**src/rtl/psvlq_pkg.sv**
```systemverilog
// Package with the shared types and constants of the primitive serializer.
`timescale 1ns / 1ps

package psvlq_pkg;

   // Width of the running stream position and of the value field.
   localparam int unsigned POS_W = 64;
   // Width of the reported position.
   localparam int unsigned OUT_POS_W = 63;
   // Staging register: ten 7-bit groups hold any 64-bit value.
   localparam int unsigned SR_W = 70;
   // Width of the alignment modulus field.
   localparam int unsigned MOD_W = 7;
   // Width of the per-item byte counter.
   localparam int unsigned CNT_W = 7;
   // Varint group count of a full 64-bit value.
   localparam logic [CNT_W-1:0] VLQ_MAX_GROUPS = 7'd10;
   localparam logic [6:0] GROUP_MASK = 7'h7f;
   localparam logic [7:0] CONT_BIT = 8'h80;

   typedef enum logic [2:0] {
      KIND_BYTE  = 3'd0,
      KIND_U32   = 3'd1,
      KIND_U64   = 3'd2,
      KIND_C32   = 3'd3,
      KIND_C64   = 3'd4,
      KIND_ALIGN = 3'd5
   } kind_type;

   typedef enum logic [1:0] {
      MODE_BE,
      MODE_VLQ,
      MODE_PAD
   } mode_type;

   typedef enum logic [1:0] {
      ST_IDLE,
      ST_NORM,
      ST_REM,
      ST_EMIT
   } state_type;

   // Command to the remainder unit.
   typedef struct packed {
      logic             start;
      logic [POS_W-1:0] dividend;
      logic [MOD_W-1:0] modulus;
   } rem_cmd_type;

   // Status from the remainder unit.
   typedef struct packed {
      logic             done;
      logic [MOD_W-1:0] rem;
   } rem_sts_type;

endpackage

```
**src/rtl/primitive_serializer_vlq.sv**
```systemverilog
// Top level of the primitive serializer with base-128 varint encoding.
`timescale 1ns / 1ps

// The request channel (req_) takes one primitive per beat: a kind code, a
// 64-bit value and an alignment modulus. The response channel (rsp_) gives
// one stream byte per beat, with a flag on the last byte of the item and the
// low 63 bits of the stream byte count after that byte.
// The block handles one item at a time and drops req_ready until the last
// byte of the item has been loaded into the output register.
// Fixed-width kinds (byte, u32, u64) send 1, 4 or 8 bytes, one byte per
// cycle while the receiver takes them.
// Varint kinds first normalize the value in a 70-bit shift register, one
// 7-bit group per cycle (up to 9 shifts), then send one group per cycle
// while the receiver takes them.
// Alignment runs a bit-serial remainder of the 64-bit position, then sends
// one zero pad byte per cycle while the receiver takes them. Unused kinds,
// a modulus below two and an already aligned position send nothing.
// The fixed-width and varint kinds share one shifter.
// Reset clears the stream position, the control state and rsp_valid; a held beat is lost.
// When the receiver stalls, the output register holds its beat and the
// sequencer waits with it; nothing is skipped or repeated.

module primitive_serializer_vlq #(
   parameter int unsigned MAX_ALIGN = 64
) (
   input  logic                                clock,
   input  logic                                reset,
   input  logic                                req_valid,
   output logic                                req_ready,
   input  logic [2:0]                          req_kind,
   input  logic [psvlq_pkg::POS_W-1:0]         req_value,
   input  logic [psvlq_pkg::MOD_W-1:0]         req_align_modulus,
   output logic                                rsp_valid,
   input  logic                                rsp_ready,
   output logic [7:0]                          rsp_out_byte,
   output logic                                rsp_last,
   output logic [psvlq_pkg::OUT_POS_W-1:0]     rsp_position
);

   localparam int unsigned SR_W = psvlq_pkg::SR_W;

   psvlq_pkg::state_type state_ff, state_in;
   psvlq_pkg::mode_type  mode_ff, mode_in;

   logic [SR_W-1:0]                 sr_ff, sr_in;
   logic [psvlq_pkg::CNT_W-1:0]     cnt_ff, cnt_in;
   logic [psvlq_pkg::MOD_W-1:0]     mod_ff, mod_in;
   logic [psvlq_pkg::POS_W-1:0]     pos_ff, pos_in;
   logic                            rsp_valid_ff, rsp_valid_in;
   logic [7:0]                      byte_ff, byte_in;
   logic                            last_ff, last_in;
   logic [psvlq_pkg::OUT_POS_W-1:0] opos_ff, opos_in;

   logic                            accept;
   logic                            slot_free;
   logic                            emit;
   logic [psvlq_pkg::MOD_W-1:0]     eff_mod;
   logic                            trivial_mod;
   logic                            norm_step;
   logic [SR_W-1:0]                 sr_shifted;
   logic [psvlq_pkg::CNT_W-1:0]     fill;

   psvlq_pkg::rem_cmd_type rem_cmd;
   psvlq_pkg::rem_sts_type rem_sts;

   psvlq_rem u_rem (
      .clock (clock),
      .reset (reset),
      .cmd   (rem_cmd),
      .sts   (rem_sts)
   );

   // A modulus above MAX_ALIGN is clamped to it.
   always_comb begin
      if ({25'd0, req_align_modulus} > MAX_ALIGN) begin
         eff_mod = psvlq_pkg::MOD_W'(MAX_ALIGN);
      end else begin
         eff_mod = req_align_modulus;
      end
      trivial_mod = (eff_mod < psvlq_pkg::MOD_W'(2));
   end

   assign slot_free = !rsp_valid_ff || rsp_ready;
   assign accept    = req_valid && req_ready;
   assign fill      = psvlq_pkg::CNT_W'(mod_ff - rem_sts.rem);

   // Leading all-zero groups are dropped, but one group always remains.
   assign norm_step = (sr_ff[SR_W-1 -: 7] == 7'd0) && (cnt_ff > psvlq_pkg::CNT_W'(1));

   // The one shifter: by a varint group or by a byte.
   always_comb begin
      if (mode_ff == psvlq_pkg::MODE_BE) begin
         sr_shifted = {sr_ff[SR_W-9:0], 8'd0};
      end else begin
         sr_shifted = {sr_ff[SR_W-8:0], 7'd0};
      end
   end

   // Next state.
   always_comb begin
      state_in = state_ff;
      unique case (state_ff)
         psvlq_pkg::ST_IDLE: begin
            if (accept) begin
               unique case (req_kind) inside
                  psvlq_pkg::KIND_BYTE, psvlq_pkg::KIND_U32, psvlq_pkg::KIND_U64: begin
                     state_in = psvlq_pkg::ST_EMIT;
                  end
                  psvlq_pkg::KIND_C32, psvlq_pkg::KIND_C64: begin
                     state_in = psvlq_pkg::ST_NORM;
                  end
                  psvlq_pkg::KIND_ALIGN: begin
                     if (!trivial_mod) begin
                        state_in = psvlq_pkg::ST_REM;
                     end
                  end
                  default: begin
                     state_in = psvlq_pkg::ST_IDLE;
                  end
               endcase
            end
         end
         psvlq_pkg::ST_NORM: begin
            if (!norm_step) begin
               state_in = psvlq_pkg::ST_EMIT;
            end
         end
         psvlq_pkg::ST_REM: begin
            if (rem_sts.done) begin
               if (rem_sts.rem == '0) begin
                  state_in = psvlq_pkg::ST_IDLE;
               end else begin
                  state_in = psvlq_pkg::ST_EMIT;
               end
            end
         end
         psvlq_pkg::ST_EMIT: begin
            if (slot_free && (cnt_ff == psvlq_pkg::CNT_W'(1))) begin
               state_in = psvlq_pkg::ST_IDLE;
            end
         end
         default: begin
            state_in = psvlq_pkg::ST_IDLE;
         end
      endcase
   end

   // Control outputs of the sequencer.
   always_comb begin
      req_ready        = 1'b0;
      emit             = 1'b0;
      rem_cmd.start    = 1'b0;
      rem_cmd.dividend = pos_ff;
      rem_cmd.modulus  = eff_mod;
      unique case (state_ff)
         psvlq_pkg::ST_IDLE: begin
            req_ready     = 1'b1;
            rem_cmd.start = req_valid && (req_kind == psvlq_pkg::KIND_ALIGN) && !trivial_mod;
         end
         psvlq_pkg::ST_NORM: begin
         end
         psvlq_pkg::ST_REM: begin
         end
         psvlq_pkg::ST_EMIT: begin
            emit = slot_free;
         end
         default: begin
         end
      endcase
   end

   // Datapath.
   always_comb begin
      sr_in        = sr_ff;
      cnt_in       = cnt_ff;
      mod_in       = mod_ff;
      mode_in      = mode_ff;
      pos_in       = pos_ff;
      byte_in      = byte_ff;
      last_in      = last_ff;
      opos_in      = opos_ff;
      rsp_valid_in = rsp_valid_ff && !rsp_ready;

      if (accept) begin
         mod_in = eff_mod;
         case (req_kind)
            psvlq_pkg::KIND_BYTE: begin
               sr_in   = {req_value[7:0], 62'd0};
               cnt_in  = psvlq_pkg::CNT_W'(1);
               mode_in = psvlq_pkg::MODE_BE;
            end
            psvlq_pkg::KIND_U32: begin
               sr_in   = {req_value[31:0], 38'd0};
               cnt_in  = psvlq_pkg::CNT_W'(4);
               mode_in = psvlq_pkg::MODE_BE;
            end
            psvlq_pkg::KIND_U64: begin
               sr_in   = {req_value, 6'd0};
               cnt_in  = psvlq_pkg::CNT_W'(8);
               mode_in = psvlq_pkg::MODE_BE;
            end
            psvlq_pkg::KIND_C32: begin
               sr_in   = {38'd0, req_value[31:0]};
               cnt_in  = psvlq_pkg::VLQ_MAX_GROUPS;
               mode_in = psvlq_pkg::MODE_VLQ;
            end
            psvlq_pkg::KIND_C64: begin
               sr_in   = {6'd0, req_value};
               cnt_in  = psvlq_pkg::VLQ_MAX_GROUPS;
               mode_in = psvlq_pkg::MODE_VLQ;
            end
            default: begin
               mode_in = psvlq_pkg::MODE_PAD;
            end
         endcase
      end

      if ((state_ff == psvlq_pkg::ST_NORM) && norm_step) begin
         sr_in  = sr_shifted;
         cnt_in = cnt_ff - psvlq_pkg::CNT_W'(1);
      end

      if ((state_ff == psvlq_pkg::ST_REM) && rem_sts.done) begin
         cnt_in  = fill;
         mode_in = psvlq_pkg::MODE_PAD;
      end

      if (emit) begin
         case (mode_ff)
            psvlq_pkg::MODE_BE: begin
               byte_in = sr_ff[SR_W-1 -: 8];
            end
            psvlq_pkg::MODE_VLQ: begin
               byte_in = {1'b0, sr_ff[SR_W-1 -: 7] & psvlq_pkg::GROUP_MASK};
               if (cnt_ff != psvlq_pkg::CNT_W'(1)) begin
                  byte_in = byte_in | psvlq_pkg::CONT_BIT;
               end
            end
            default: begin
               byte_in = 8'd0;
            end
         endcase
         last_in      = (cnt_ff == psvlq_pkg::CNT_W'(1));
         pos_in       = pos_ff + psvlq_pkg::POS_W'(1);
         opos_in      = pos_in[psvlq_pkg::OUT_POS_W-1:0];
         rsp_valid_in = 1'b1;
         sr_in        = sr_shifted;
         cnt_in       = cnt_ff - psvlq_pkg::CNT_W'(1);
      end
   end

   always_ff @(posedge clock) begin
      sr_ff   <= sr_in;
      cnt_ff  <= cnt_in;
      mod_ff  <= mod_in;
      mode_ff <= mode_in;
      byte_ff <= byte_in;
      last_ff <= last_in;
      opos_ff <= opos_in;
      if (reset) begin
         state_ff     <= psvlq_pkg::ST_IDLE;
         pos_ff       <= '0;
         rsp_valid_ff <= 1'b0;
      end else begin
         state_ff     <= state_in;
         pos_ff       <= pos_in;
         rsp_valid_ff <= rsp_valid_in;
      end
   end

   assign rsp_valid    = rsp_valid_ff;
   assign rsp_out_byte = byte_ff;
   assign rsp_last     = last_ff;
   assign rsp_position = opos_ff;

endmodule

```
**src/rtl/psvlq_rem.sv**
```systemverilog
// Bit-serial remainder unit: stream position modulo a small modulus.
`timescale 1ns / 1ps

module psvlq_rem (
   input  logic                   clock,
   input  logic                   reset,
   input  psvlq_pkg::rem_cmd_type cmd,
   output psvlq_pkg::rem_sts_type sts
);

   localparam int unsigned STEP_W = $clog2(psvlq_pkg::POS_W);

   logic [psvlq_pkg::POS_W-1:0] div_ff, div_in;
   logic [psvlq_pkg::MOD_W-1:0] mod_ff, mod_in;
   logic [psvlq_pkg::MOD_W-1:0] rem_ff, rem_in;
   logic [STEP_W-1:0]           step_ff, step_in;
   logic                        busy_ff, busy_in;
   logic                        done_ff, done_in;
   logic [psvlq_pkg::MOD_W:0]   trial;

   // One dividend bit per cycle, restoring style.
   always_comb begin
      trial   = {rem_ff, div_ff[psvlq_pkg::POS_W-1]};
      div_in  = div_ff;
      mod_in  = mod_ff;
      rem_in  = rem_ff;
      step_in = step_ff;
      busy_in = busy_ff;
      done_in = 1'b0;
      if (cmd.start) begin
         div_in  = cmd.dividend;
         mod_in  = cmd.modulus;
         rem_in  = '0;
         step_in = '1;
         busy_in = 1'b1;
      end else if (busy_ff) begin
         div_in = {div_ff[psvlq_pkg::POS_W-2:0], 1'b0};
         if (trial >= {1'b0, mod_ff}) begin
            rem_in = psvlq_pkg::MOD_W'(trial - {1'b0, mod_ff});
         end else begin
            rem_in = trial[psvlq_pkg::MOD_W-1:0];
         end
         step_in = step_ff - STEP_W'(1);
         if (step_ff == '0) begin
            busy_in = 1'b0;
            done_in = 1'b1;
         end
      end
   end

   always_ff @(posedge clock) begin
      div_ff  <= div_in;
      mod_ff  <= mod_in;
      rem_ff  <= rem_in;
      step_ff <= step_in;
      if (reset) begin
         busy_ff <= 1'b0;
         done_ff <= 1'b0;
      end else begin
         busy_ff <= busy_in;
         done_ff <= done_in;
      end
   end

   assign sts.done = done_ff;
   assign sts.rem  = rem_ff;

endmodule

```
**config.mk**
```make
export PLATFORM = sky130hd
export DESIGN_NAME = primitive_serializer_vlq
export DESIGN_NICKNAME = d
export VERILOG_FILES = /design/src/rtl/psvlq_pkg.sv /design/src/rtl/primitive_serializer_vlq.sv /design/src/rtl/psvlq_rem.sv
export SDC_FILE = /design/constraint.sdc
export NUM_CORES = 1
export LEC_CHECK = 0
export CAP_MARGIN = 20
export CORE_MARGIN = 2
export CORE_UTILIZATION = 30
export CTS_CLUSTER_SIZE = 24
export DETAILED_ROUTE_END_ITERATION = 8
export DONT_BUFFER_PORTS = 1
export GPL_TIMING_DRIVEN = 0
export MAX_ROUTING_LAYER = met4
export PLACE_DENSITY = 0.51
export REMOVE_ABC_BUFFERS = 1
export SLEW_MARGIN = 0
export SYNTH_ARGS = -nofsm -noshare
export SYNTH_HDL_FRONTEND = slang
export SYNTH_SLANG_ARGS = --single-unit
```
**constraint.sdc**
```tcl
create_clock -name clock -period 3.9 [get_ports clock]
set_clock_uncertainty 0.05 [all_clocks]
set_input_delay 0.39 -clock clock [delete_from_list [all_inputs] [get_ports clock]]
set_output_delay 0.39 -clock clock [all_outputs]
set_load 0.02 [all_outputs]
```
==> impl_metrics.py, run 1 <==
metrics = {
    "routing": {
        "num_vias": 12410,
        "vias_per_cell": 5.323,
        "drc": 0,
        "wl_per_cell_um": 19.00,
        "drt_iter0_drc": 1063,
        "routed_wl_mm": 44.30,
        "detail-route-antenna-nets": 0,
        "firstDrtPassIters": 5,
    },
    "grt": {
        "track_usage_pct": 16.05,
        "grt_start_max_net_pins": 71,
        "grt_first_pass_wirelength_mm": 68.77,
        "antenna_found_initial": 1,
        "grt_pass1_vias": 11810,
        "grt.overflow.total": 0,
    },
    "worst_hold_path": {
        "whs_endpoint": "sr_ff[6]",
        "holdPathStages": 2,
        "hold_path.class": "in2reg",
        "hp-start": "req_kind[2]",
    },
    "yosys": {
        "synthMostInstantiatedCell": "nand2_1",
        "synth_edf_count": 227,
        "yosysWarnings": 0,
        "yosys.area.top_type": "edfxtp_1",
        "ys_seq_area_share_pct": 52.60,
        "synth_top_area_share_pct": 42.19,
        "synth_area_um2": 16160,
        "ys.flop_type": "edfxtp_1",
        "synth_cells": 1670,
        "async_flop_share_pct": 0,
        "postSynthAreaPerCell_um2": 9.675,
        "synth_cell_types": 70,
        "synthTopCellsByArea": "edfxtp_1 (42%), dfxtp_1 (10%), nand2_1 (8.4%)",
        "synth_seq_cells": 311,
        "synth_common_cells": "nand2_1 (360), edfxtp_1 (227), nor2_1 (138), clkbuf_1 (85), dfxtp_1 (84)",
    },
    "cells_and_area": {
        "instances_no_fill": 2332,
        "drive_gt1_share_pct": 7.523,
        "final_nets": 1703,
        "fill_cells": 5405,
        "regArea_um2": 8498,
        "multi_input_comb_area_um2": 7025,
        "area_growth_pct": 12.63,
    },
    "power_and_ir_drop": {
        "ir_drop_uv": 346.1,
        "seq_power_share_pct": 44.1,
        "power.internal_mw": 7.186,
        "swShare_pct": 32.86,
        "combPwrFrac_pct": 22.6,
        "p_leak_nw": 6.427,
        "power_density_nw_per_um2": 588.2,
        "p_total_mw": 10.70,
        "pwr-share-clk_pct": 33.2,
        "p_sw_mw": 3.517,
    },
    "setup_path": {
        "r2r-start": "state_ff[1]",
        "critPathMaxFanout": 34,
        "slowest_delay_ps": 760,
        "required_ps": 4020,
        "slowest_stage": "nor3b_2",
        "critPathArrivalTime_ps": 3550,
        "worstSetupPathType": "reg2reg",
        "cp-end-kind": "register",
        "setup.worst_path.start": "state_ff[1]",
        "cp_cell_sequence": "nor3b_2 -> nand3b_1 -> buf_8 -> inv_2 -> or2_4",
        "start_kind": "register",
        "timing.rr.end": "u_rem.div_ff[53]",
        "r2r_setup_slack_ps": 470,
        "rr_worst_depth": 5,
    },
    "clocking": {
        "cts_sinks": 311,
        "cts-htree-levels": 2,
        "clock-root-buffer": "clkbuf_16",
        "cts.path.max_buffers": 3,
        "post_cts_buffers": 0,
        "cts_tree": "done",
        "cts_buffers": 38,
        "clk_pin_slew_ps": 60,
        "clk_latency_ps": 550,
    },
    "timing": {
        "rsz0062_at_grt": "false",
        "final.min_clock_period_ps": 3426,
        "slew_headroom_pct": 33.17,
        "slew_viol_final": 0,
        "worst_slew_pin_slew_ps": 1002,
        "fmax_mhz": 291.8,
        "period_share_pct": 87.86,
        "holdWs_ps": 46.61,
        "timing.final.hold_violations": 0,
        "finalSetupViolCount": 0,
    },
    "run": {
        "max-cap-violations": 0,
    },
    "floorplanning": {
        "fp.dieW_um": 236.1,
        "ioPinCount": 152,
        "rows": 85,
        "die_y_um": 236.1,
        "die_area_um2": 55730,
        "initial_core_util_pct": 30.20,
        "coreArea_um2": 53500,
    },
    "place": {
        "port_buffers": 0,
        "place_hpwl_mm": 29.98,
        "place.gp.congestion": 0.8653,
        "placed_cells": 2251,
    },
    "run_status": {
        "run_status": "completed",
    },
}
==> registers in the layout (all words and copies together) (netlist names), 2 cells and up <==
register       cells
cnt_ff             7
mod_ff             7
mode_ff            2
pos_ff            64
rsp_out_byte       8
rsp_position      63
sr_ff             70
state_ff           2
u_rem.div_ff      64
u_rem.mod_ff       7
u_rem.rem_ff       7
u_rem.step_ff      6
==> power groups by stage <==
stage               registers, mW  logic, mW  clock network, mW
floorplan                    4.69       1.69                  0
global placement             4.84       2.29                  0
detailed placement           4.80       2.40                  0
CTS                          4.73       2.44               3.65
global route                 4.79       2.71               3.79
finish                       4.73       2.42               3.55
==> cell type report <==
| cell class | instances | area share, % |
|---|---|---|
| clock buffers | 46 | 5.562 |
| flip-flops and latches | 311 | 46.70 |
| multi-input cells | 1194 | 38.61 |
| inverters | 34 | 0.7151 |
| well taps | 696 | 4.785 |
| repair buffers | 26 | 2.358 |
| clock inverters | 24 | 1.258 |
| diodes | 1 | 0.01375 |
==> cells in the final DEF, fill, tap and decap left out, types with 7 or more instances in the layout <==
cell type	Yosys	final
edfxtp_1	227	227
nor2_1	138	137
xor2_1	54	54
mux2_2	10	10
nor4_1	13	13
a31oi_1	65	65
mux2i_1	11	11
nand4_1	37	37
dfxtp_1	84	84
o31ai_1	12	11
dlygate4sd3_1	0	8
nand2b_1	9	9
or3_1	21	21
and2_1	9	8
and3_1	19	19
buf_8	0	7
clkbuf_16	0	39
nor3_1	21	21
a211oi_1	28	28
a221oi_1	25	25
a22oi_1	32	32
clkinv_2	0	7
or4_1	14	14
nand2_1	360	359
inv_1	33	32
a21oi_1	48	48
o21a_1	7	7
nor2b_1	18	18
o21ai_0	53	53
nand3_1	41	41
ha_1	18	18
xnor2_1	48	48
==> through the flow <==
step	setup WS, ps	instance area [um^2]	TNS, ps	util, %
after CTS	62.29	18190	0	34.00
after floorplan	-4483	15610	-426110	-
after global placement	-9343	16480	-1335530	30.80
final	473.5	18200	0	34.02
after detailed placement	88.87	16840	0	31.47
after global routing	188.1	18200	0	34.02
==> routing by layer <==
layer	track usage (%)	routed length, um	up-vias
li1	-	-	5903
met1	21.85	20130	6009
met2	23.69	19600	428
met3	3.721	3442	74
met4	4.806	1132	0
met5	-	0	-
==> cell families after synthesis <==
kind of cell | after synthesis | synth area share [%]
AND/OR/NAND/NOR | 745 | 22.06
flip-flops | 311 | 52.60
AO/OA/AOI/OAI | 304 | 12.51
buffers and inverters | 166 | 4.205
XOR/XNOR | 102 | 5.529
multiplexers | 22 | 1.448
adder cells (fa/ha/maj) | 20 | 1.642
==> how the worst max path moves through the flow <==
stage                       endpoint  cells after the start
finish              u_rem.div_ff[53]                      5
CTS                 u_rem.div_ff[53]                      5
floorplan                  sr_ff[62]                      5
global placement           sr_ff[68]                      5
global route        u_rem.div_ff[19]                      5
detailed placement  u_rem.div_ff[40]                      5
==> critical path: cells and delay by family, from the launching register on <==
kind / cells / cell delay [ps]
buffers and inverters: 2 / 790
DFF: 1 / 420
and+or+nand+nor: 3 / 1740
==> what timing repair did <==
| action | in CTS | in global routing |
|---|---|---|
| endpoints found under the hold margin | 85 | 0 |
| gates resized for setup | 0 | 1 |
| hold buffers | 9 | 0 |
| setup endpoints to repair | 0 | 64 |
No activity file was read; power rests on OpenSTA's default activity.
==> run 2: changes to the inputs <==
PLACE_DENSITY = not set   (was 0.51)
==> impl_metrics.py, run 2 (synthesis gave the netlist of run 1 again) <==
metrics = {
    "run_status": {
        "run_status": "completed",
    },
    "routing": {
        "firstDrtPassIters": 6,
        "routed_wl_mm": 44.03,
        "vias_per_cell": 5.396,
        "num_vias": 12520,
        "drt_iter0_drc": 1211,
        "drc": 0,
        "detail-route-antenna-nets": 0,
        "wl_per_cell_um": 18.97,
    },
    "timing": {
        "holdWs_ps": 32.22,
        "worst_slew_pin_slew_ps": 1048,
        "slew_headroom_pct": 30.15,
        "slew_viol_final": 0,
        "fmax_mhz": 278.2,
        "rsz0062_at_grt": "false",
        "timing.final.hold_violations": 0,
        "finalSetupTns_ps": 0,
        "final.min_clock_period_ps": 3594,
        "finalSetupViolCount": 0,
        "setup_ws_ps": 305.7,
        "period_share_pct": 92.16,
    },
    "setup_path": {
        "required_ps": 3920,
        "cp-end-kind": "register",
        "start_kind": "register",
        "critPathArrivalTime_ps": 3610,
        "worstSetupPathType": "reg2reg",
        "critPathMaxFanout": 70,
    },
    "grt": {
        "antenna_found_initial": 0,
        "grt_start_max_net_pins": 71,
        "gr-usage-met2_pct": 24.51,
        "track_usage_pct": 16.00,
        "grt_busiest_layer": "met2",
        "grt_pass1_vias": 12190,
        "met1_usage_pct": 20.29,
        "grt_first_pass_wirelength_mm": 69.15,
        "grt.overflow.total": 0,
        "met3_usage_pct": 4.494,
    },
    "place": {
        "port_buffers": 0,
        "placedInstanceArea_um2": 16820,
        "place.gp.congestion": 0.9284,
        "place_ws_ps": 310.1,
        "place_hpwl_mm": 30.21,
    },
    "power_and_ir_drop": {
        "ir_drop_uv": 280.0,
        "power_density_nw_per_um2": 584.8,
        "p_leak_nw": 6.367,
    },
    "floorplanning": {
        "fp.dieW_um": 236.1,
        "coreArea_um2": 53500,
        "die_area_um2": 55730,
        "die_y_um": 236.1,
        "initial_core_util_pct": 30.20,
        "rows": 85,
        "ioPinCount": 152,
    },
    "clocking": {
        "clk_latency_ps": 550,
        "cts-htree-levels": 2,
        "clock-root-buffer": "clkbuf_16",
        "cts_tree": "done",
        "cts.path.max_buffers": 3,
        "ctsResizeCount": 0,
        "cts_sinks": 311,
        "cts_buffers": 37,
        "clk_pin_slew_ps": 60,
    },
    "cells_and_area": {
        "largest_reg_flops": 70,
        "mostFrequentLayoutCells": "nand2_1 (359), edfxtp_1 (227), nor2_1 (137)",
        "diodes": 0,
        "area_growth_pct": 11.83,
        "top_register": "sr_ff",
        "final_common_cell": "nand2_1",
        "final_cell_area_um2": 18070,
        "final_nets": 1694,
        "reg_top3": "sr_ff x70, pos_ff x64, u_rem.div_ff x64",
        "drive_gt1_share_pct": 7.015,
    },
    "worst_hold_path": {
        "hold_path.class": "in2reg",
    },
    "run": {
        "max-cap-violations": 0,
    },
}
[run 2: changes by cell type in the layout (fill, tap and decap cells not counted), moves of 2 or more]
cell	change
inv_6	-2
clkbuf_1	+5
clkinv_2	-2
clkinvlp_4	-2
nor2b_2	+2
dlygate4sd3_1	-5
nor2b_1	-2
[run 2: critical path: stages (launching register included)]
cell      delay (ps)
dfxtp_1          480
nand2b_1         240
nand3_1          600
buf_8            250
and2_1           700
nand2_4          740
[run 2: cell type report]
class,count,area (um^2)
Fill cell,5457,35430
Sequential cell,311,8498
Multi-Input combinational cell,1193,7022
Clock buffer,50,1006
Tap cell,696,870.8
Timing Repair Buffer,19,355.3
Clock inverter,18,185.2
Inverter,34,130.1
[run 2: power by group]
| group | leakage (nW) | switching, mW | internal [mW] |
|---|---|---|---|
| clock network | 0.578 | 1.42 | 2.02 |
| registers | 2.82 | 0.482 | 4.26 |
| logic | 2.97 | 1.54 | 0.840 |
[run 2: timing repair]
action                    CTS  global route
hold endpoints to repair   77             0
hold buffers                4             0
buffers inserted            0             0
[run 2: path summary, 6_finish.rpt]
check                       start              end  slack [ps]  cells after the start
setup / recovery        rsp_valid        sr_ff[28]         310                      5
hold / removal       req_value[0]         sr_ff[0]          30                      1
setup reg to reg        rsp_valid        sr_ff[28]         310                      5
hold reg to reg   u_rem.div_ff[1]  u_rem.div_ff[2]         450                      2
[run 2: routing by layer]
| layer | share of wire [%] | up-vias |
|---|---|---|
| met5 | 0 | - |
| met4 | 3.1 | 0 |
| met3 | 8.3 | 87 |
| met2 | 45 | 498 |
| met1 | 44 | 6060 |
| li1 | - | 5878 |
[run 2: metrics by stage]
step                power [mW]  std cells  utilization [%]
finish                   10.57       2321            33.77
CTS                      10.66       2321            33.77
global route             11.15       2321            33.77
global placement         7.091       2234            30.80
floorplan                6.377       1538                -
detailed placement       7.161       2249            31.44
==> run 3: changes to the inputs <==
==> constraint.sdc (replaced) <==
create_clock -name clock -period 4.4 [get_ports clock]
set_clock_uncertainty 0.05 [all_clocks]
set_input_delay 0.44 -clock clock [delete_from_list [all_inputs] [get_ports clock]]
set_output_delay 0.44 -clock clock [all_outputs]
set_load 0.005 [all_outputs]
==> impl_metrics.py, run 3 (synthesis gave the netlist of run 1 again) <==
metrics = {
    "grt": {
        "met1_usage_pct": 20.37,
        "grt_start_max_net_pins": 71,
        "grt.overflow.total": 0,
        "track_usage_pct": 15.97,
        "met3_usage_pct": 4.260,
        "grt_busiest_layer": "met2",
        "gr-usage-met2_pct": 24.47,
        "grt_pass1_vias": 12170,
        "antenna_found_initial": 0,
        "grt_first_pass_wirelength_mm": 69.08,
    },
    "setup_path": {
        "crit_family": "simple AND/OR/NAND/NOR gates",
        "slowest_delay_ps": 730,
        "critPathMaxFanout": 70,
        "cp_cell_sequence": "nor4_1 -> and3b_1 -> or3_1 -> and2_1 -> nand2_4",
        "start_kind": "register",
        "worstSetupPathType": "reg2reg",
        "r2r_setup_slack_ps": 870,
        "required_ps": 4400,
        "r2r-start": "cnt_ff[5]",
        "cp_num_buf_inv": 0,
        "cp-end-kind": "register",
        "critPathArrivalTime_ps": 3530,
        "rr_worst_depth": 5,
        "slowest_stage": "nand2_4",
        "timing.rr.end": "sr_ff[22]",
    },
    "cells_and_area": {
        "mostFrequentLayoutCells": "nand2_1 (359), edfxtp_1 (227), nor2_1 (137)",
        "drive_gt1_share_pct": 7.020,
        "final_util_pct": 33.76,
        "final_common_cell": "nand2_1",
        "largest_reg_flops": 70,
        "fill_cells": 5455,
        "area_growth_pct": 11.76,
        "reg_top3": "sr_ff x70, pos_ff x64, u_rem.div_ff x64",
        "diodes": 0,
        "top_register": "sr_ff",
        "instances_no_fill": 2320,
        "final_nets": 1693,
    },
    "floorplanning": {
        "die_y_um": 236.1,
        "coreArea_um2": 53500,
        "fp.dieW_um": 236.1,
        "ioPinCount": 152,
        "initial_core_util_pct": 30.20,
        "rows": 85,
        "die_area_um2": 55730,
    },
    "power_and_ir_drop": {
        "power_density_nw_per_um2": 513.6,
        "p_total_mw": 9.275,
        "p_leak_nw": 6.363,
        "ir_drop_uv": 250.6,
    },
    "clocking": {
        "cts_sinks": 311,
        "cts_tree": "done",
        "ctsResizeCount": 0,
        "cts.path.max_buffers": 3,
        "cts-htree-levels": 2,
        "clk_pin_slew_ps": 50,
        "post_cts_buffers": 0,
        "holdBufCountCts": 3,
        "clock-root-buffer": "clkbuf_16",
        "clk_latency_ps": 550,
        "cts_buffers": 37,
    },
    "timing": {
        "setup_ws_ps": 869.7,
        "fmax_mhz": 283.3,
        "finalSetupTns_ps": 0,
        "slew_viol_final": 0,
        "rsz0062_at_grt": "false",
        "period_share_pct": 80.23,
        "worst_slew_pin_slew_ps": 1033,
        "finalSetupViolCount": 0,
        "slew_headroom_pct": 31.13,
        "final.min_clock_period_ps": 3530,
        "timing.final.hold_violations": 0,
    },
    "place": {
        "place_ws_ps": 830.8,
        "place_hpwl_mm": 30.21,
        "placed_cells": 2249,
        "port_buffers": 0,
        "place.gp.congestion": 0.9284,
    },
    "worst_hold_path": {
        "holdPathStages": 1,
        "whs_endpoint": "mod_ff[4]",
        "hp-start": "req_align_modulus[6]",
        "hold_path.class": "in2reg",
    },
    "routing": {
        "wl_per_cell_um": 18.97,
        "firstDrtPassIters": 8,
        "num_vias": 12460,
        "detail-route-antenna-nets": 0,
        "routed_wl_mm": 44.00,
        "drc": 0,
        "vias_per_cell": 5.372,
        "drt_iter0_drc": 1149,
    },
    "run_status": {
        "run_status": "completed",
    },
    "run": {
        "max-cap-violations": 0,
    },
}
-- run 3: metal layers --
layer / share of wire [%] / up-vias / wire (um)
met4: 3.0 / 0 / 1339
met3: 8.2 / 89 / 3628
met1: 44 / 6020 / 19260
met2: 45 / 489 / 19770
met5: 0 / - / 0
li1: - / 5865 / -
-- run 3: worst max path at each step --
stage,depth (start not counted),from,endpoint,slack [ps]
CTS,5,cnt_ff[5],sr_ff[39],870
floorplan,5,state_ff[0],sr_ff[62],-3980
global route,5,cnt_ff[3],sr_ff[47],600
global placement,4,state_ff[0],sr_ff[29],-8760
finish,5,cnt_ff[5],sr_ff[22],870
detailed placement,5,rsp_ready,sr_ff[29],830
-- run 3: layout make-up --
class	count	area [um^2]	share of cell area, %
Clock inverter	18	185.2	1.026
Multi-Input combinational cell	1193	7022	38.89
Clock buffer	50	1006	5.571
Tap cell	696	870.8	4.823
Sequential cell	311	8498	47.06
Inverter	34	130.1	0.7206
Timing Repair Buffer	18	345.3	1.912
-- run 3: power breakdown --
group	switching (mW)	leakage, nW	internal, mW
Clock	1.26	0.578	1.79
Sequential	0.346	2.82	3.78
Combinational	1.36	2.97	0.744
-- run 3: stage by stage --
| step | area [um^2] | hold WS [ps] |
|---|---|---|
| floorplan | 15610 | 417.7 |
| global placement | 16480 | 441.1 |
| detailed placement | 16820 | 448.6 |
| CTS | 18060 | 20.76 |
| global route | 18060 | 32.62 |
| finish | 18060 | 54.44 |
